### config.mk
export PLATFORM = sky130hd
export DESIGN_NAME = i8mvd_merge
export DESIGN_NICKNAME = d
export VERILOG_FILES = /design/src/rtl/int8_matrix_vector_dot_top_assert.svh /design/src/rtl/i8mvd_pkg.sv /design/src/rtl/i8mvd_merge.sv
export SDC_FILE = /design/constraint.sdc
export NUM_CORES = 1
export LEC_CHECK = 0
export BUFFER_PORTS_ARGS = -buffer_cell sky130_fd_sc_hd__buf_2
export CORE_MARGIN = 2
export CORE_UTILIZATION = 50
export CTS_CLUSTER_DIAMETER = 200
export CTS_CLUSTER_SIZE = 14
export DETAILED_ROUTE_END_ITERATION = 10
export GPL_TIMING_DRIVEN = 0
export MAX_ROUTING_LAYER = met4
export PLACE_DENSITY = 0.85
export SETUP_SLACK_MARGIN = 0.05
export SLEW_MARGIN = 20
export SYNTH_ARGS = -nofsm -noshare
export SYNTH_HDL_FRONTEND = slang
export SYNTH_SLANG_ARGS = --single-unit
### constraint.sdc
create_clock -name clk_i -period 5.15 [get_ports clk_i]
set_input_delay 1.03 -clock clk_i [delete_from_list [all_inputs] [get_ports clk_i]]
set_output_delay 1.03 -clock clk_i [all_outputs]
set_load 0.02 [all_outputs]
### src/rtl/int8_matrix_vector_dot_top_assert.svh
// assertion macros for the int8 matrix-vector dot block
// expects clk_i and rst_ni in the scope of each use
`ifndef INT8_MATRIX_VECTOR_DOT_TOP_ASSERT_SVH
`define INT8_MATRIX_VECTOR_DOT_TOP_ASSERT_SVH

`ifndef SYNTHESIS
`define I8MVD_ASSERT(name, prop, msg) \
  name: assert property (@(posedge clk_i) disable iff (!rst_ni) prop) else $error(msg);
`define I8MVD_ASSERT_NEVER(name, cond, msg) \
  name: assert property (@(posedge clk_i) disable iff (!rst_ni) !(cond)) else $error(msg);
`else
`define I8MVD_ASSERT(name, prop, msg)
`define I8MVD_ASSERT_NEVER(name, cond, msg)
`endif

`endif

### src/rtl/i8mvd_pkg.sv
// shared types and constants for the int8 matrix-vector dot block
// no dependencies
package i8mvd_pkg;

  localparam int unsigned LANES       = 4;
  localparam int unsigned ELEM_W      = 8;
  localparam int unsigned PROD_W      = 2 * ELEM_W;
  localparam int unsigned ACC_W       = 32;
  localparam int unsigned WORD_W      = LANES * ELEM_W;
  localparam int unsigned STORE_DEPTH = 1024;
  localparam int unsigned PTR_W       = $clog2(STORE_DEPTH);
  localparam int unsigned CHUNK_W     = 11;
  localparam int unsigned MAX_ROWS    = 4096;
  localparam int unsigned ROW_CNT_W   = 13;
  localparam int unsigned ROW_IDX_W   = 12;
  localparam int unsigned APB_ADDR_W  = 3;
  localparam int unsigned APB_DATA_W  = 32;

  // request opcodes
  localparam logic OP_VECTOR = 1'b0;
  localparam logic OP_WEIGHT = 1'b1;

  // register index, taken from paddr[2]
  localparam logic REG_ROW_COUNT   = 1'b0;
  localparam logic REG_CHUNK_COUNT = 1'b1;

  typedef logic signed [ELEM_W-1:0] elem_t;
  typedef logic [LANES-1:0][PROD_W-1:0] prod_vec_t;

  typedef struct packed {
    logic  op;
    elem_t elem0;
    elem_t elem1;
    elem_t elem2;
    elem_t elem3;
  } in_req_t;

  typedef struct packed {
    logic [ROW_IDX_W-1:0]    row_index;
    logic signed [ACC_W-1:0] dot_value;
    logic                    last_row;
  } out_rsp_t;

  // effective (clamped) counts
  typedef struct packed {
    logic [CHUNK_W-1:0]   chunks;
    logic [ROW_CNT_W-1:0] rows;
  } cfg_t;

  // per-request control carried down the pipeline
  typedef struct packed {
    logic                 valid;
    logic                 mac;
    logic                 emit;
    logic                 last;
    logic [ROW_IDX_W-1:0] row_idx;
  } ctl_t;

endpackage

### src/rtl/i8mvd_merge.sv
// merge stage: sums lane products into the row accumulator, holds output register
// depends on i8mvd_pkg
module i8mvd_merge (
  input  logic                 clk_i,
  input  logic                 rst_ni,
  input  i8mvd_pkg::ctl_t      ctl_i,
  input  i8mvd_pkg::prod_vec_t prod_i,
  input  logic                 out_ready_i,
  output logic                 adv_o,
  output logic                 out_valid_o,
  output i8mvd_pkg::out_rsp_t  out_rsp_o
);

  logic [i8mvd_pkg::ACC_W-1:0] acc_d, acc_q;
  logic [i8mvd_pkg::ACC_W-1:0] sum;
  logic                        out_valid_d, out_valid_q;
  i8mvd_pkg::out_rsp_t         out_rsp_q;
  logic                        take;

  // pipeline moves when the output register is free or being drained
  assign adv_o = !out_valid_q || out_ready_i;
  assign take  = adv_o && ctl_i.valid && ctl_i.mac;

  // add the sign-extended lane products, wrapping at 32 bits
  always_comb begin
    sum = acc_q;
    for (int l = 0; l < i8mvd_pkg::LANES; l++) begin
      sum = sum + {{(i8mvd_pkg::ACC_W - i8mvd_pkg::PROD_W){prod_i[l][i8mvd_pkg::PROD_W-1]}},
                   prod_i[l]};
    end
  end

  // accumulator and output valid next state
  always_comb begin
    acc_d       = acc_q;
    out_valid_d = out_valid_q;
    if (take) begin
      acc_d = ctl_i.emit ? '0 : sum;
    end
    if (adv_o) begin
      out_valid_d = take && ctl_i.emit;
    end
  end

  always_ff @(posedge clk_i or negedge rst_ni) begin
    if (!rst_ni) begin
      acc_q       <= '0;
      out_valid_q <= 1'b0;
    end else begin
      acc_q       <= acc_d;
      out_valid_q <= out_valid_d;
    end
  end

  // result payload
  always_ff @(posedge clk_i) begin
    if (take && ctl_i.emit) begin
      out_rsp_q.row_index <= ctl_i.row_idx;
      out_rsp_q.dot_value <= sum;
      out_rsp_q.last_row  <= ctl_i.last;
    end
  end

  assign out_valid_o = out_valid_q;
  assign out_rsp_o   = out_rsp_q;

endmodule

==> results.cfg, run 1 <==
[synthesis]
yosysTopAreaCellShare_pct = 22.9
netlist_instances = 554
synth_seq_area_share_pct = 36.8
synth_edf_count = 45
synth.most_common_cell = inv_1
avgSynthCellArea_um2 = 10.7
synth_flop_cell = edfxtp_1
syn_area_um2 = 5910
ys_types = 49
async_flop_share_pct = 42.3
synth_common_cells = inv_1, fa_1, edfxtp_1
synth_nets = 733
yosys_warnings = 0
yosys-top-cells-area = edfxtp_1, fa_1, dfrtp_1, inv_1, ha_1
yosys.area.top_type = edfxtp_1
synth-seq-cells = 78

[placement]
dpl.cell_count = 827
dp_hpwl_mm = 10.0
placed_cell_area_um2 = 6770
port_buffers = 129
gp_congestion = 0.858

[grt]
grt.total_usage_pct = 22.7
grt-ovfl-total = 0
grt_max_degree = 34
antenna_found_initial = 0
grt_pass1_wl_mm = 22.5
grt_pass1_vias = 4925

[clock_tree]
path_clk_slew_ns = 0.06
clockRootBuffer = clkbuf_16
cts.htree.levels = 3
clk_latency_ns = 0.35
cts_sinks = 78
cts_tree = done
clockBufferDepth = 2
cts_buffers = 9

[detailed_routing]
drt_wl_total_mm = 13.3
ant_nets = 0
wl_per_cell_um = 15.5
drcViolationCount = 0
vias = 4557
via_per_inst = 5.33
drtIter0Drc = 291
firstDrtPassIters = 6

[finish]
final_cell_area_um2 = 7230
drive_above_1_share_pct = 25.8
synthToLayoutAreaGrowth_pct = 22.3
fin_cells = 855
layout.nets = 886
diodes = 0

[min_path]
hold_end = acc_q[2]
min_path_cells = 2
hold_class = register to register
hold_path_startpoint = acc_q[2]

[floorplanning]
core_um2 = 11500
io_pins = 130
fp.dieArea_um2 = 12700
die_x_um = 113
die_h_um = 113
rows = 39
initial_core_util_pct = 51.5

[critical_path]
regToRegEndpoint = acc_q[31]
critPathKind = primary input to register
reg2reg_from = acc_q[1]
start_kind = primary input
required_ns = 5.37
ff2ff_path_depth = 15
crit_fanout = 7
cp-end-kind = register
cp.arrival_ns = 5.21
ff2ff_setup_slack_ns = 1.62

[sta]
period_share_pct = 96.9
relSlewSlack_pct = 42.9
setup_viol = 0
slew_viol_final = 0
min_period_ns = 4.99
rsz0062_at_grt = true
max_freq_ghz = 0.200
tightest_slew_ns = 0.857
worst_clock_skew_ns = 0.00902
fin_tns_setup_ns = 0
hold_viol_final = 0

[flow_run]
cap_violations = 0

[status]
outcome = finished clean
cells by family after synthesis:
family | share of synthesized area [%]
xor gates and xnor gates | 4.15
DFF | 36.8
buffers and inverters | 9.89
adders and majority gates | 28.3
and+or+nand+nor | 6.50
AOI/OAI and AO/OA | 14.3
through the flow:
step | utilization [%] | setup WS [ns] | hold WS, ns
after floorplan | - | 0.176 | 0.449
after global placement | 58.8 | -0.372 | 0.460
after detailed placement | 59.1 | -0.435 | 0.475
after CTS | 62.1 | 0.0512 | 0.488
after global routing | 63.0 | 0.0140 | 0.525
final | 63.0 | 0.159 | 0.487
routing by layer:
layer | part of all wire [%] | up-vias | global-route usage, %
met5 | 0 | - | -
met4 | 2.7 | 0 | 7.64
met3 | 6.4 | 31 | 4.07
met2 | 50 | 189 | 38.6
met1 | 41 | 2223 | 27.6
li1 | - | 2114 | -
registers in the layout (all words and copies together) (netlist names):
name,count
out_valid_o,1
acc_q,32
out_rsp_o,45
critical path, stage by stage:
cell and delay [ns]:
buf_2 0.11, fa_1 0.52, fa_2 0.67, buf_4 0.16
fa_1 0.42, ha_1 0.38, a21o_1 0.20, a21o_1 0.21
a2111oi_2 0.36, nor3_1 0.14, nand2_1 0.15, nand2_1 0.08
o311ai_2 0.32, nor2_2 0.09, a311o_1 0.37
final cells by class:
type | count | area (um2)
buffer | 12 | 55.1
clock buffer | 9 | 225
clock inverter | 7 | 81.3
fill | 866 | 4240
inverter | 141 | 529
multi-input combinational | 323 | 3220
sequential | 78 | 2180
tap | 143 | 179
timing repair buffer | 142 | 763
repair_timing:
action,4_1_cts,5_1_grt
setup buffers,5,7
pin swaps,1,7
resized for setup,1,10
endpoints found under the hold margin,0,0
setup endpoints to repair,7,14
hold buffers,0,0
worst max-delay path by stage:
stage	from	to	slack, ns	cells past startpoint
6_report	prod_i[15]	acc_q[31]	0.16	15
5_1_grt	prod_i[1]	acc_q[31]	0.01	18
4_1_cts	prod_i[15]	acc_q[31]	0.05	15
3_5_place_dp	prod_i[15]	acc_q[31]	-0.44	15
3_3_place_gp	prod_i[15]	acc_q[31]	-0.37	15
2_1_floorplan	prod_i[15]	acc_q[31]	0.18	14
placed cells by master, fill, tap and decap left out, types with 3 or more instances in the layout:
cell type,synthesis,final
a21o_1,10,10
a21oi_1,32,29
a21oi_2,2,5
a22o_1,25,25
and2_1,4,4
buf_2,2,131
buf_4,0,12
clkbuf_1,8,8
clkbuf_16,0,9
dfrtp_1,33,33
edfxtp_1,45,45
fa_1,63,62
ha_1,33,33
inv_1,141,141
nand2_1,31,31
nand2b_1,6,5
nand3_1,9,8
nand4_1,3,3
nor2_1,20,18
nor3_1,6,6
o21ai_0,11,11
o21ai_2,2,3
o21bai_1,3,3
xnor2_1,19,18
xor2_1,9,8
Power of run 1 is not shown: default switching activity piles up to over one toggle a cycle in this logic, so the estimate is an artifact.
==> inputs of run 2 (changes only) <==
CORE_UTILIZATION = 35   (was 50)
PLACE_DENSITY = 0.67   (was 0.85)
==> run 2 against run 1 <==
Compared with the run above: via count shrank 5.8%; fmax grew 1.8%; wire length shrank 7.0%; first-iteration DRC count shrank 10%; cell area grew 1.5%; largest cell class unchanged; critical path depth grew 1; clock skew grew 0.0044 ns; sequential share of layout area shrank 0.45 points; setup slack gained 0.087 ns; worst hold slack lost 0.0062 ns; global-route usage shrank 7.6 points; die area grew 41%.
==> results.cfg, run 2 (same netlist as run 1, synthesis figures left out) <==
[floorplanning]
io_pins = 130
die_x_um = 134
rows = 47
die_h_um = 134
core_um2 = 16500
fp.dieArea_um2 = 17900
initial_core_util_pct = 35.8

[grt]
grt_pass1_vias = 4366
grt-ovfl-total = 0
grt.total_usage_pct = 15.2
antenna_found_initial = 0
grt_max_degree = 34
grt_pass1_wl_mm = 20.7

[detailed_routing]
wl_per_cell_um = 13.3
drtIter0Drc = 261
drt_wl_total_mm = 12.3
vias = 4291
drcViolationCount = 0
firstDrtPassIters = 4
via_per_inst = 4.61
ant_nets = 0

[critical_path]
crit_slowest_cell = fa_2
regToRegEndpoint = acc_q[19]
critPathKind = primary input to register
reg2reg_from = acc_q[1]
required_ns = 5.38
cp-end-kind = register
cp.arrival_ns = 5.13
ff2ff_setup_slack_ns = 1.68
startpoint = prod_i[15]
start_kind = primary input
crit_fanout = 10
crit_path_end = acc_q[31]
slowest_delay_ns = 0.57
ff2ff_path_depth = 15
crit_chain = buf_2 > fa_1 > fa_2 > buf_12 > fa_1 > ha_1 > clkbuf_1 > nand3_1 > nor2_1 > a211o_1 > a21oi_2 > nand2b_1 > o311ai_4 > o311ai_2 > nor2_1 > a311o_1

[status]
outcome = finished clean

[clock_tree]
clockRootBuffer = clkbuf_16
path_clk_slew_ns = 0.06
cts-hold-fix-buffers = 0
clockBufferDepth = 2
clk_latency_ns = 0.35
cts_buffers = 9
cts_tree = done
cts_sinks = 78
cts.htree.levels = 3

[finish]
final_util_pct = 44.4
seqCellArea_um2 = 2180
num-fill-cells = 1605
fin_cells = 930
final_common_cell = inv_1
largest_reg_flops = 45
drive_above_1_share_pct = 24.8
diodes = 0
layout.nets = 884
multiInputGateArea_um2 = 3200
synthToLayoutAreaGrowth_pct = 24.1
final_cell_mix = inv_1, buf_2, fa_1
final_cell_area_um2 = 7340

[sta]
worst_clock_skew_ns = 0.0134
period_share_pct = 95.2
relSlewSlack_pct = 44.9
max_freq_ghz = 0.204
slew_viol_final = 0
tightest_slew_ns = 0.826
hold_viol_final = 0
min_period_ns = 4.90
rsz0062_at_grt = true
setup_viol = 0

[power]
p_per_area_nw_per_um2 = 770
p_leak_uw = 0.00365
p_sw_uw = 2630
seqPwrFrac_pct = 20.7
power_frac_comb_pct = 66.8
peakVddDrop_mv = 0.312
clkPwrFrac_pct = 12.4
switching_share_pct = 46.5
intPower_uw = 3020

[placement]
port_buffers = 129
placed_cell_area_um2 = 6900
dp_hpwl_mm = 9.55
dpl.cell_count = 905
gp_congestion = 0.888

[flow_run]
cap_violations = 0

[min_path]
hold_class = register to register
min_path_cells = 2
## run 2: repair_timing
action,4_1_cts,5_1_grt
gates resized for setup,2,6
setup buffers,3,6
pin swaps,1,3
endpoints found under the setup margin,4,9
## run 2: power groups by stage
stage / Clock [uW] / Sequential (uW) / Combinational [uW]
after detailed placement: 0 / 1180 / 3660
after floorplan: 0 / 1260 / 2760
after CTS: 723 / 1170 / 3730
after global placement: 0 / 1180 / 3620
final: 702 / 1170 / 3770
after global routing: 745 / 1200 / 4280
## run 2: cell type report
type | instances | area share, %
buffer | 12 | 0.750
clock buffer | 10 | 3.12
clock inverter | 6 | 1.26
inverter | 141 | 7.21
multi-input combinational | 323 | 43.6
sequential | 78 | 29.7
tap | 220 | 3.75
timing repair buffer | 140 | 10.6
## run 2: critical path: cells and delay by family
kind                     cells  cell delay [ns]
AO/OA/AOI/OAI                5             1.27
adder cells (fa/ha/maj)      4             1.79
buffers and inverters        3             0.44
AND/OR/NAND/NOR              4             0.58
## run 2: how the worst min path moves through the flow
stage,slack (ns),to,start
after floorplan,0.45,acc_q[2],acc_q[2]
after global placement,0.46,acc_q[1],acc_q[1]
after detailed placement,0.47,acc_q[3],acc_q[3]
after CTS,0.48,acc_q[3],acc_q[3]
after global routing,0.52,acc_q[6],acc_q[6]
final,0.48,acc_q[3],acc_q[3]
## run 2: per-layer routing
metal	global-route usage (%)	vias to the layer above	share of wire (%)
met5	-	-	0
met4	3.72	0	0.80
met3	3.67	7	4.6
met2	23.8	108	46
met1	19.9	2067	49
li1	-	2109	-
## run 2: through the flow
step                hold slack (ns)  total power, uW  TNS (ns)  worst slack, ns
global route                  0.522             6220         0           0.0287
finish                        0.480             5650         0            0.246
global placement              0.464             4800    -21.80           -0.410
floorplan                     0.449             4020         0            0.176
CTS                           0.485             5620         0            0.105
detailed placement            0.472             4840     -3.38           -0.342
Power figures use the tool's default switching activity.
