===== config.mk =====
export PLATFORM = sky130hd
export DESIGN_NAME = i8mvd_lane
export DESIGN_NICKNAME = d
export VERILOG_FILES = /design/src/rtl/int8_matrix_vector_dot_top_assert.svh /design/src/rtl/i8mvd_pkg.sv /design/src/rtl/i8mvd_lane.sv
export SDC_FILE = /design/constraint.sdc
export NUM_CORES = 1
export LEC_CHECK = 0
export BUFFER_PORTS_ARGS = -buffer_cell sky130_fd_sc_hd__buf_2
export CAP_MARGIN = 20
export CELL_PAD_IN_SITES_DETAIL_PLACEMENT = 1
export CELL_PAD_IN_SITES_GLOBAL_PLACEMENT = 2
export CORE_UTILIZATION = 40
export DETAILED_ROUTE_END_ITERATION = 10
export PLACE_DENSITY_LB_ADDON = 0.1
export SETUP_SLACK_MARGIN = 0.4
export SLEW_MARGIN = 20
export SYNTH_ARGS = -nofsm -noshare
export SYNTH_HDL_FRONTEND = slang
export SYNTH_SLANG_ARGS = --single-unit

===== constraint.sdc =====
create_clock -name clk_i -period 9 [get_ports clk_i]
set_input_delay 0.45 -clock clk_i [delete_from_list [all_inputs] [get_ports clk_i]]
set_output_delay 0.45 -clock clk_i [all_outputs]
set_load 0.05 [all_outputs]

===== src/rtl/int8_matrix_vector_dot_top_assert.svh =====
// assertion macros for the int8 matrix-vector dot block
// expects clk_i and rst_ni in the scope of each use
`ifndef INT8_MATRIX_VECTOR_DOT_TOP_ASSERT_SVH
`define INT8_MATRIX_VECTOR_DOT_TOP_ASSERT_SVH

`ifndef SYNTHESIS
`define I8MVD_ASSERT(name, prop, msg) \
  name: assert property (@(posedge clk_i) disable iff (!rst_ni) prop) else $error(msg);
`define I8MVD_ASSERT_NEVER(name, cond, msg) \
  name: assert property (@(posedge clk_i) disable iff (!rst_ni) !(cond)) else $error(msg);
`else
`define I8MVD_ASSERT(name, prop, msg)
`define I8MVD_ASSERT_NEVER(name, cond, msg)
`endif

`endif


===== src/rtl/i8mvd_pkg.sv =====
// shared types and constants for the int8 matrix-vector dot block
// no dependencies
package i8mvd_pkg;

  localparam int unsigned LANES       = 4;
  localparam int unsigned ELEM_W      = 8;
  localparam int unsigned PROD_W      = 2 * ELEM_W;
  localparam int unsigned ACC_W       = 32;
  localparam int unsigned WORD_W      = LANES * ELEM_W;
  localparam int unsigned STORE_DEPTH = 1024;
  localparam int unsigned PTR_W       = $clog2(STORE_DEPTH);
  localparam int unsigned CHUNK_W     = 11;
  localparam int unsigned MAX_ROWS    = 4096;
  localparam int unsigned ROW_CNT_W   = 13;
  localparam int unsigned ROW_IDX_W   = 12;
  localparam int unsigned APB_ADDR_W  = 3;
  localparam int unsigned APB_DATA_W  = 32;

  // request opcodes
  localparam logic OP_VECTOR = 1'b0;
  localparam logic OP_WEIGHT = 1'b1;

  // register index, taken from paddr[2]
  localparam logic REG_ROW_COUNT   = 1'b0;
  localparam logic REG_CHUNK_COUNT = 1'b1;

  typedef logic signed [ELEM_W-1:0] elem_t;
  typedef logic [LANES-1:0][PROD_W-1:0] prod_vec_t;

  typedef struct packed {
    logic  op;
    elem_t elem0;
    elem_t elem1;
    elem_t elem2;
    elem_t elem3;
  } in_req_t;

  typedef struct packed {
    logic [ROW_IDX_W-1:0]    row_index;
    logic signed [ACC_W-1:0] dot_value;
    logic                    last_row;
  } out_rsp_t;

  // effective (clamped) counts
  typedef struct packed {
    logic [CHUNK_W-1:0]   chunks;
    logic [ROW_CNT_W-1:0] rows;
  } cfg_t;

  // per-request control carried down the pipeline
  typedef struct packed {
    logic                 valid;
    logic                 mac;
    logic                 emit;
    logic                 last;
    logic [ROW_IDX_W-1:0] row_idx;
  } ctl_t;

endpackage


===== src/rtl/i8mvd_lane.sv =====
// one multiply lane: signed int8 x int8 with registered product
// depends on i8mvd_pkg
module i8mvd_lane (
  input  logic                          clk_i,
  input  logic                          en_i,
  input  i8mvd_pkg::elem_t              weight_i,
  input  i8mvd_pkg::elem_t              vec_i,
  output logic [i8mvd_pkg::PROD_W-1:0]  prod_o
);

  logic signed [i8mvd_pkg::PROD_W-1:0] prod_d;
  logic [i8mvd_pkg::PROD_W-1:0]        prod_q;

  // full-precision signed product
  assign prod_d = weight_i * vec_i;

  always_ff @(posedge clk_i) begin
    if (en_i) begin
      prod_q <= prod_d;
    end
  end

  assign prod_o = prod_q;

endmodule


==> impl_metrics.env, run 1 <==
export IMPL_stdcell_area_um2=3360
export IMPL_coreArea_um2=7290
export IMPL_fmax_ghz=0.229
export IMPL_clockBufferDepth=2
export IMPL_ys_flop_type="edfxtp_1"
export IMPL_dr_pass1_iters=4
export IMPL_fp_dieH_um=88.9
export IMPL_synth_xor_area_frac=0.0406
export IMPL_yosysWarnings=0
export IMPL_ctsHtreeMaxLevel=1
export IMPL_clk_pin_slew_ns=0.06
export IMPL_hold_viol_final=0
export IMPL_fin_setup_tns_ns=0
export IMPL_synth_most_common_cell="inv_1"
export IMPL_place_hpwl_um=5250
export IMPL_grt_usage=0.186
export IMPL_root_buffer="clkbuf_8"
export IMPL_areaGrowthSynthToFinish_pct=11.1
export IMPL_async_flop_share=0
export IMPL_maxCapViolCount=0
export IMPL_path_class="in2reg"
export IMPL_synth_area_leaders="fa_1, edfxtp_1, ha_1"
export IMPL_wl_per_cell_um=13.6
export IMPL_holdBufCountCts=0
export IMPL_status="finished clean"
export IMPL_synth_mux_area_fraction=0.00373
export IMPL_whs_ns=0.597
export IMPL_synth_cells=308
export IMPL_p_leak_nw=1.67
export IMPL_viasPerCell=4.64
export IMPL_ctsResizeCount=0
export IMPL_synth_edf_count=16
export IMPL_end_kind="flop"
export IMPL_avgSynthCellArea_um2=9.81
export IMPL_synth_simple_area_share=0.156
export IMPL_worst_pin_slew_ns=0.385
export IMPL_start_util=0.414
export IMPL_ys_seq_area_frac=0.159
export IMPL_fp_dieArea_um2=7910
export IMPL_synth_cells_most_frequent="inv_1, fa_1, and2_1, ha_1, edfxtp_1"
export IMPL_synth_nets=410
export IMPL_hold_path_class="in2reg"
export IMPL_synth_distinct_cells=27
export IMPL_placed_cell_area_um2=3310
export IMPL_start_kind="input port"
export IMPL_synth_compound_area_frac=0.0472
export IMPL_overflow=0
export IMPL_ir_drop_mv=0.156
export IMPL_antenna_found_initial=0
export IMPL_critPathMaxFanout=8
export IMPL_slew_limit_headroom=0.741
export IMPL_grt_max_degree=17
export IMPL_netlist_area_um2=3020
export IMPL_min_period_over_period=0.485
export IMPL_dpl_cell_count=440
export IMPL_drt_iter0_markers=55
export IMPL_largest_reg_flops=16
export IMPL_die_w_um=88.9
export IMPL_gp_congestion=0.743
export IMPL_routed_wl_um=6030
export IMPL_critPathArrivalTime_ns=4.36
export IMPL_ant_nets=0
export IMPL_cp_required_ns=9.00
export IMPL_clkSinkCount=16
export IMPL_yosysTopAreaCell="fa_1"
export IMPL_power_mw=0.950
export IMPL_grt_pass1_vias=2387
export IMPL_tritoncts="yes"
export IMPL_rsz0062_at_grt="false"
export IMPL_ys_seq_elements=16
export IMPL_setup_viol=0
export IMPL_post_cts_buffers=0
export IMPL_synth_top_area_share=0.364
export IMPL_drive_above_1_share=0.119
export IMPL_hp_start="weight_i[0]"
export IMPL_finalCriticalPeriod_ns=4.36
export IMPL_startpoint="vec_i[4]"
export IMPL_slew_violations=0
export IMPL_drcViolationCount=0
export IMPL_power_density_nw_per_um2=283
export IMPL_synthAdderAreaFrac=0.484
export IMPL_cts_buffers=3
export IMPL_synth_top_family_by_area="adder cells"
export IMPL_pin_count=34
export IMPL_num_vias=2062
export IMPL_diodes=0
export IMPL_fin_cells=444
export IMPL_io_buffers=33
export IMPL_rows=31
export IMPL_nets=448
export IMPL_grt_pass1_wl_um=11000
-- final cells by class --
cell class	count	area, um2
clock buffer	3	41.3
multi-input combinational	204	2210
sequential	16	480
inverter	88	330
fill	872	3940
clock inverter	1	3.75
timing repair buffer	33	165
tap	99	124
-- logic make-up (layout without fill, tap and decap cells) --
family	count (synthesis)	in the layout
xor gates and xnor gates	14	14
and+or+nand+nor	84	84
DFF	16	16
adders and majority gates	84	84
buffers and inverters	88	125
AOI/OAI and AO/OA	21	21
muxes	1	1
-- report_power, final --
part	leakage, nW	switching [mW]	internal, mW	total (mW)
logic	1.49	0.453	0.290	0.743
clock network	0.0231	0.0246	0.0303	0.0549
registers	0.156	0.00586	0.147	0.153
total	1.67	0.484	0.467	0.950
-- worst max-delay path, stage by stage --
cell and delay [ns]:
buf_2 0.15, and2_1 0.18, fa_1 0.53, inv_1 0.05
fa_1 0.49, inv_1 0.06, fa_1 0.53, inv_1 0.05
fa_1 0.53, inv_1 0.04, ha_1 0.35, o21a_1 0.20
o31a_1 0.14, nor4b_2 0.32, o21ai_1 0.13, xor2_1 0.15
-- metrics by stage --
| step | util | setup WS (ns) |
|---|---|---|
| 6_report | 0.460 | 4.64 |
| 5_1_grt | 0.460 | 4.40 |
| 4_1_cts | 0.460 | 4.61 |
| 3_5_place_dp | 0.454 | 4.35 |
| 3_3_place_gp | 0.454 | 4.44 |
| 2_1_floorplan | - | 4.76 |
-- layout by cell type (no fill, tap or decap) --
| master | count |
|---|---|
| nor4b_2 | 1 |
| a21o_1 | 2 |
| clkinv_1 | 1 |
| nand3_1 | 2 |
| nand4_1 | 2 |
| xor2_1 | 3 |
| nor3_1 | 2 |
| and2_1 | 43 |
| mux2_2 | 1 |
| a21oi_1 | 7 |
| a21boi_1 | 1 |
| o21a_1 | 2 |
| o41ai_2 | 1 |
| nand2b_1 | 1 |
| xnor2_1 | 11 |
| edfxtp_1 | 16 |
| buf_2 | 33 |
| a21oi_2 | 2 |
| or4_1 | 1 |
| nor2_1 | 9 |
| clkbuf_8 | 3 |
| nand2_1 | 15 |
| nor2b_1 | 8 |
| fa_1 | 55 |
| o21ai_0 | 3 |
| o211ai_1 | 1 |
| o31a_1 | 1 |
| o21ai_1 | 1 |
| inv_1 | 88 |
| ha_1 | 29 |
-- worst paths after layout --
| check | endpoint | slack [ns] | cells after the start |
|---|---|---|---|
| setup / recovery | prod_o[14] | 4.64 | 16 |
| hold / removal | prod_o[0] | 0.60 | 2 |
-- metal layers --
metal / GRT usage / vias to the layer above / part of all wire
li1: - / 994 / -
met1: 0.209 / 1044 / 0.41
met2: 0.376 / 18 / 0.56
met3: 0.0240 / 6 / 0.015
met4: 0.0279 / 0 / 0.012
met5: 0 / - / 0
(Power assumes the default switching activity.)
==> inputs of run 2 (changes only) <==
--- a/config.mk
+++ b/config.mk
@@ -5,11 +5,12 @@
 export SDC_FILE = /design/constraint.sdc
 export NUM_CORES = 1
 export LEC_CHECK = 0
+export ABC_AREA = 1
 export BUFFER_PORTS_ARGS = -buffer_cell sky130_fd_sc_hd__buf_2
 export CAP_MARGIN = 20
 export CELL_PAD_IN_SITES_DETAIL_PLACEMENT = 1
 export CELL_PAD_IN_SITES_GLOBAL_PLACEMENT = 2
-export CORE_UTILIZATION = 40
+export CORE_UTILIZATION = 36
 export DETAILED_ROUTE_END_ITERATION = 10
 export PLACE_DENSITY_LB_ADDON = 0.1
 export SETUP_SLACK_MARGIN = 0.4
==> constraint.sdc (replaced) <==
create_clock -name clk_i -period 4.4 [get_ports clk_i]
set_input_delay 0.22 -clock clk_i [delete_from_list [all_inputs] [get_ports clk_i]]
set_output_delay 0.22 -clock clk_i [all_outputs]
set_load 0.05 [all_outputs]
==> run 2 against run 1 <==
- largest power group unchanged
- largest cell class unchanged
- final area increased by 11%
- the flow now finishes with violations (DRC)
- critical path depth grew 2
- core utilization shrank 3.7 points
- worst setup slack worse by 4.1 ns
- clock-buffer cell count unchanged
- area after synthesis up 11%
- highest routed layer unchanged
- power rose by 130%
- sequential cell count is the same
- cell count increased by 28%
- global-route usage is 1.6 points lower
==> impl_metrics.env, run 2 <==
export IMPL_status="finished, violations left"
export IMPL_violations="DRC"
export IMPL_ant_nets=0
export IMPL_hold_path_class="in2reg"
export IMPL_synth_simple_area_share=0.183
export IMPL_whs_path_depth=1
export IMPL_layout_common_cells="inv_1, nand2_1, fa_1"
export IMPL_rsz0062_at_grt="false"
export IMPL_ir_drop_mv=0.214
export IMPL_ys_seq_area_frac=0.143
export IMPL_synth_cells=431
export IMPL_combPwrFrac=0.809
export IMPL_num_vias=2566
export IMPL_hold_viol_final=0
export IMPL_path_cells="buf_4 -> clkinvlp_4 -> buf_4 -> nor2_1 -> fa_1 -> inv_1 -> fa_1 -> inv_1 -> fa_1 -> inv_1 -> fa_1 -> inv_1 -> ha_4 -> a21o_1 -> a21oi_1 -> nand3_1 -> nand2_1 -> nand2_1"
export IMPL_drcViolationCount=3
export IMPL_fp_dieArea_um2=9700
export IMPL_synth_area_leaders="fa_1, inv_1, edfxtp_1"
export IMPL_hold_path_end="prod_o[10]"
export IMPL_critPathArrivalTime_ns=3.85
export IMPL_wl_per_cell_um=12.9
export IMPL_synth_mux_area_fraction=0
export IMPL_placed_cell_area_um2=3640
export IMPL_p_leak_nw=2.26
export IMPL_hp_start="en_i"
export IMPL_critPathMaxFanout=6
export IMPL_clkSinkCount=16
export IMPL_dpl_worst_slack_ns=0.126
export IMPL_fp_dieH_um=98.5
export IMPL_start_util=0.379
export IMPL_antenna_found_initial=0
export IMPL_grt_pass1_vias=2886
export IMPL_viasPerCell=4.53
export IMPL_stdcell_area_um2=3740
export IMPL_min_period_over_period=0.871
export IMPL_diodes=0
export IMPL_io_buffers=33
export IMPL_slew_violations=0
export IMPL_coreArea_um2=8850
export IMPL_async_flop_share=0
export IMPL_place_hpwl_um=6520
export IMPL_switching_power_mw=1.22
export IMPL_yosysWarnings=0
export IMPL_pin_count=34
export IMPL_ys_flop_type="edfxtp_1"
export IMPL_grt_max_degree=17
export IMPL_areaGrowthSynthToFinish_pct=11.7
export IMPL_maxCapViolCount=0
export IMPL_seqPwrFrac=0.139
export IMPL_synthAdderAreaFrac=0.437
export IMPL_netlist_area_um2=3350
export IMPL_grt_usage=0.170
export IMPL_synth_nets=533
export IMPL_routed_wl_um=7300
export IMPL_start_kind="input port"
export IMPL_layout_setup_ws_ns=0.569
export IMPL_drive_above_1_share=0.150
export IMPL_path_class="in2reg"
export IMPL_fmax_ghz=0.261
export IMPL_dr_pass1_iters=7
export IMPL_synth_distinct_cells=25
export IMPL_grt_pass1_wl_um=13000
export IMPL_synth_top_area_share=0.329
export IMPL_ff_latch_area_um2=480
export IMPL_synth_most_common_cell="inv_1"
export IMPL_rows=34
export IMPL_power_density_nw_per_um2=596
export IMPL_tritoncts="yes"
export IMPL_internal_power_mw=1.01
export IMPL_die_w_um=98.5
export IMPL_clk_pin_slew_ns=0.07
export IMPL_overflow=0
export IMPL_root_buffer="clkbuf_8"
export IMPL_p_clk_frac=0.052
export IMPL_synth_compound_area_frac=0.0265
export IMPL_gp_congestion=0.775
export IMPL_finalCriticalPeriod_ns=3.83
export IMPL_switching_share=0.548
export IMPL_worst_pin_slew_ns=0.364
export IMPL_largest_reg_flops=16
export IMPL_yosysTopAreaCell="fa_1"
export IMPL_synth_xor_area_frac=0.0261
export IMPL_nets=562
export IMPL_avgSynthCellArea_um2=7.77
export IMPL_fin_setup_tns_ns=0
export IMPL_drt_iter0_markers=46
export IMPL_cp_slowest_stage_delay_ns=0.54
export IMPL_synth_top_family_by_area="adder cells"
export IMPL_end_kind="flop"
export IMPL_multi_input_area_um2=2300
export IMPL_ys_seq_elements=16
export IMPL_ctsHtreeMaxLevel=1
export IMPL_crit_slowest_cell="fa_1"
export IMPL_clockBufferDepth=2
export IMPL_n_fill_cell=1112
export IMPL_synth_cells_most_frequent="inv_1, nand2_1, fa_1, ha_1, edfxtp_1"
export IMPL_cp_required_ns=4.42
export IMPL_setup_viol=0
export IMPL_cts_buffers=3
export IMPL_final_common_cell="inv_1"
export IMPL_synth_edf_count=16
export IMPL_slew_limit_headroom=0.757
[run 2: cell count changes after synthesis, moves of 3 or more]
cell,previous run,this run
nand2_1,15,106
inv_1,88,147
and2_1,43,0
clkbuf_1,0,15
nand3_1,2,14
nor2b_1,8,0
nand2_2,0,6
xnor2_1,11,5
o21ai_0,3,0
[run 2: metal layers]
metal,vias to the layer above,wire length [um],track usage
li1,1268,-,-
met1,1265,3110,0.197
met2,27,4020,0.345
met3,6,122,0.0156
met4,0,46,0.0172
met5,-,0,0
[run 2: layout make-up]
cell class,count,area share
Multi-Input combinational cell,251,0.616
Inverter,149,0.151
Sequential cell,16,0.128
Timing Repair Buffer,39,0.0569
Tap cell,108,0.0361
Clock buffer,3,0.0110
Clock inverter,1,0.00100
[run 2: critical path: cells and delay by family]
kind                       cells  cell delay [ns]
adders and majority gates      5             2.38
and+or+nand+nor                4             0.25
buffers and inverters          7             0.59
AOI/OAI and AO/OA              2             0.38
[run 2: kinds of logic after synthesis]
logic type / Yosys count
adder cells (fa/ha/maj): 84
AND/OR/NAND/NOR: 144
AO/OA/AOI/OAI: 13
flip-flops: 16
buffers and inverters: 164
XOR/XNOR: 10
[run 2: stage by stage]
step                      utilization  hold WS, ns  total power [mW]  std cells
after global placement          0.411        0.661              2.08        560
after floorplan                     -        0.332              1.72        431
final                           0.423        0.400              2.23        567
after CTS                       0.417        0.406              2.24        565
after global routing            0.423        0.409              2.50        567
after detailed placement        0.411        0.675              2.12        560
[run 2: how the worst max path moves through the flow]
| stage | end | cells after the start | start | slack [ns] |
|---|---|---|---|---|
| 3_5_place_dp | prod_o[15] | 19 | vec_i[7] | 0.13 |
| 2_1_floorplan | prod_o[15] | 17 | vec_i[2] | 0.44 |
| 5_1_grt | prod_o[15] | 18 | vec_i[7] | 0.40 |
| 6_report | prod_o[14] | 18 | vec_i[7] | 0.57 |
| 4_1_cts | prod_o[15] | 18 | vec_i[7] | 0.42 |
| 3_3_place_gp | prod_o[15] | 19 | vec_i[7] | 0.20 |
[run 2: power by group through the flow]
| stage | sequential (mW) | clock (mW) | combinational, mW |
|---|---|---|---|
| finish | 0.309 | 0.115 | 1.80 |
| floorplan | 0.536 | 0 | 1.19 |
| CTS | 0.311 | 0.119 | 1.81 |
| global placement | 0.311 | 0 | 1.76 |
| detailed placement | 0.313 | 0 | 1.80 |
| global route | 0.316 | 0.126 | 2.06 |
[run 2: timing repair]
action,in CTS,in global routing
hold buffers,0,0
setup buffers,1,2
gates resized for setup,1,10
setup endpoints to repair,1,6
pin swaps,0,6
==> inputs of run 3 (changes only) <==
--- a/config.mk
+++ b/config.mk
@@ -7,12 +7,12 @@
 export LEC_CHECK = 0
 export ABC_AREA = 1
 export BUFFER_PORTS_ARGS = -buffer_cell sky130_fd_sc_hd__buf_2
-export CAP_MARGIN = 20
 export CELL_PAD_IN_SITES_DETAIL_PLACEMENT = 1
 export CELL_PAD_IN_SITES_GLOBAL_PLACEMENT = 2
 export CORE_UTILIZATION = 36
 export DETAILED_ROUTE_END_ITERATION = 10
 export PLACE_DENSITY_LB_ADDON = 0.1
+export REMOVE_ABC_BUFFERS = 1
 export SETUP_SLACK_MARGIN = 0.4
 export SLEW_MARGIN = 20
 export SYNTH_ARGS = -nofsm -noshare
==> run 3 against run 2 <==
- wire length increased by 0.60%
- cell count increased by 0.35%
- die area unchanged
- non-clock buffer count increased by 2
- clock-buffer cell count unchanged
- worst hold slack improved by 0.0073 ns
- largest power group unchanged
- the flow still finishes with violations (DRC)
- critical endpoint is now prod_o[15]
==> impl_metrics.env, run 3 (synthesis gave the netlist of run 2 again) <==
export IMPL_grt_max_degree=17
export IMPL_slew_limit_headroom=0.758
export IMPL_hp_start="en_i"
export IMPL_hold_path_class="in2reg"
export IMPL_drcViolationCount=3
export IMPL_nets=564
export IMPL_dpl_cell_count=559
export IMPL_cts_buffers=3
export IMPL_grt_usage=0.172
export IMPL_setup_viol=0
export IMPL_end_kind="flop"
export IMPL_busiest_layer="met2"
export IMPL_path_common_cell="fa_1"
export IMPL_gp_congestion=0.758
export IMPL_crit_slowest_cell="fa_1"
export IMPL_clk_pin_slew_ns=0.06
export IMPL_root_buffer="clkbuf_8"
export IMPL_diodes=0
export IMPL_fin_cells=569
export IMPL_violations="DRC"
export IMPL_path_buf_inv=7
export IMPL_finalCriticalPeriod_ns=3.83
export IMPL_drt_iter0_markers=69
export IMPL_fp_dieH_um=98.5
export IMPL_clockBufferDepth=2
export IMPL_tritoncts="yes"
export IMPL_num_vias=2581
export IMPL_fp_dieArea_um2=9700
export IMPL_status="finished, violations left"
export IMPL_cp_required_ns=4.40
export IMPL_p_leak_nw=2.27
export IMPL_power_density_nw_per_um2=613
export IMPL_startpoint="vec_i[7]"
export IMPL_routed_wl_um=7340
export IMPL_drive_above_1_share=0.171
export IMPL_largest_reg_flops=16
export IMPL_overflow=0
export IMPL_fin_setup_tns_ns=0
export IMPL_final_util=0.431
export IMPL_critPathMaxFanout=4
export IMPL_min_period_over_period=0.871
export IMPL_rsz0062_at_grt="false"
export IMPL_dr_pass1_iters=7
export IMPL_internal_power_mw=1.09
export IMPL_rows=34
export IMPL_grtUsageMet1=0.193
export IMPL_ant_nets=0
export IMPL_p_clk_frac=0.047
export IMPL_areaGrowthSynthToFinish_pct=13.9
export IMPL_stdcell_area_um2=3820
export IMPL_placed_cell_area_um2=3610
export IMPL_critical_path_depth=20
export IMPL_clkSinkCount=16
export IMPL_worst_pin_slew_ns=0.362
export IMPL_coreArea_um2=8850
export IMPL_seqPwrFrac=0.133
export IMPL_layout_common_cells="inv_1, nand2_1, fa_1"
export IMPL_grt_pass1_wl_um=13200
export IMPL_wl_per_cell_um=12.9
export IMPL_holdBufCountCts=0
export IMPL_grt_pass1_vias=2982
export IMPL_io_buffers=33
export IMPL_switching_share=0.533
export IMPL_final_common_cell="inv_1"
export IMPL_antenna_found_initial=0
export IMPL_met3_usage=0.0149
export IMPL_slew_violations=0
export IMPL_place_hpwl_um=6530
export IMPL_fmax_ghz=0.261
export IMPL_path_cells="buf_4 -> clkinvlp_4 -> buf_12 -> nor2_1 -> fa_1 -> inv_1 -> fa_1 -> inv_1 -> fa_1 -> inv_1 -> fa_1 -> inv_2 -> ha_4 -> nand2_2 -> nor2_4 -> nand2_1 -> a21oi_2 -> nor2_2 -> nand3_1 -> nand2_1"
export IMPL_dpl_worst_slack_ns=0.0283
export IMPL_crit_end="prod_o[15]"
export IMPL_path_class="in2reg"
export IMPL_cp_slowest_stage_delay_ns=0.56
export IMPL_critPathArrivalTime_ns=3.83
export IMPL_start_util=0.379
export IMPL_maxCapViolCount=0
export IMPL_viasPerCell=4.54
export IMPL_ir_drop_mv=0.278
export IMPL_whs_path_depth=1
export IMPL_combPwrFrac=0.820
export IMPL_start_kind="input port"
export IMPL_hold_viol_final=0
export IMPL_n_fill_cell=1126
export IMPL_use_met2=0.361
export IMPL_layout_setup_ws_ns=0.569
export IMPL_path_delay_family="adder cells"
export IMPL_die_w_um=98.5
export IMPL_switching_power_mw=1.25
export IMPL_ctsHtreeMaxLevel=1
export IMPL_pin_count=34
==> run 3: cell types whose count changed in the layout (fill, tap and decap cells not counted), moves of 2 or more <==
cell / change
ha_2: +2
nor2_1: -3
nor2_2: +3
ha_4: +3
ha_1: -5
==> run 3: area by class of cell <==
class	instances	area (um2)	area share
Tap cell	108	135	0.0354
Inverter	149	563	0.147
Clock buffer	3	41.3	0.0108
Multi-Input combinational cell	251	2350	0.617
Sequential cell	16	480	0.126
Clock inverter	1	3.75	0.000983
Timing Repair Buffer	41	240	0.0629
==> run 3: power by group through the flow <==
| stage | combinational (mW) | clock (mW) | sequential, mW |
|---|---|---|---|
| after global routing | 2.20 | 0.122 | 0.318 |
| after CTS | 1.84 | 0.114 | 0.312 |
| after global placement | 1.74 | 0 | 0.314 |
| final | 1.92 | 0.110 | 0.311 |
| after detailed placement | 1.78 | 0 | 0.315 |
| after floorplan | 1.15 | 0 | 0.536 |
==> run 3: per-stage QoR <==
step	power, mW	hold slack, ns
global placement	2.05	0.660
global route	2.64	0.405
detailed placement	2.09	0.663
floorplan	1.69	0.332
finish	2.34	0.407
CTS	2.26	0.403
==> run 3: worst min path at each step <==
stage	end	slack, ns
final	prod_o[4]	0.41
after global routing	prod_o[4]	0.41
after CTS	prod_o[4]	0.40
after detailed placement	prod_o[4]	0.66
after global placement	prod_o[1]	0.66
after floorplan	prod_o[0]	0.33
==> run 3: repair_timing <==
| item | 4_1_cts | 5_1_grt |
|---|---|---|
| endpoints found under the setup margin | 5 | 5 |
| buffers inserted | 3 | 3 |
| gates resized for setup | 6 | 19 |
| pin swaps | 0 | 12 |
| gates cloned | 0 | 0 |
==> run 3: per-layer routing <==
layer	up-vias	wire length, um
li1	1273	-
met1	1291	3090
met2	17	4170
met3	0	78
met4	0	0
met5	-	0
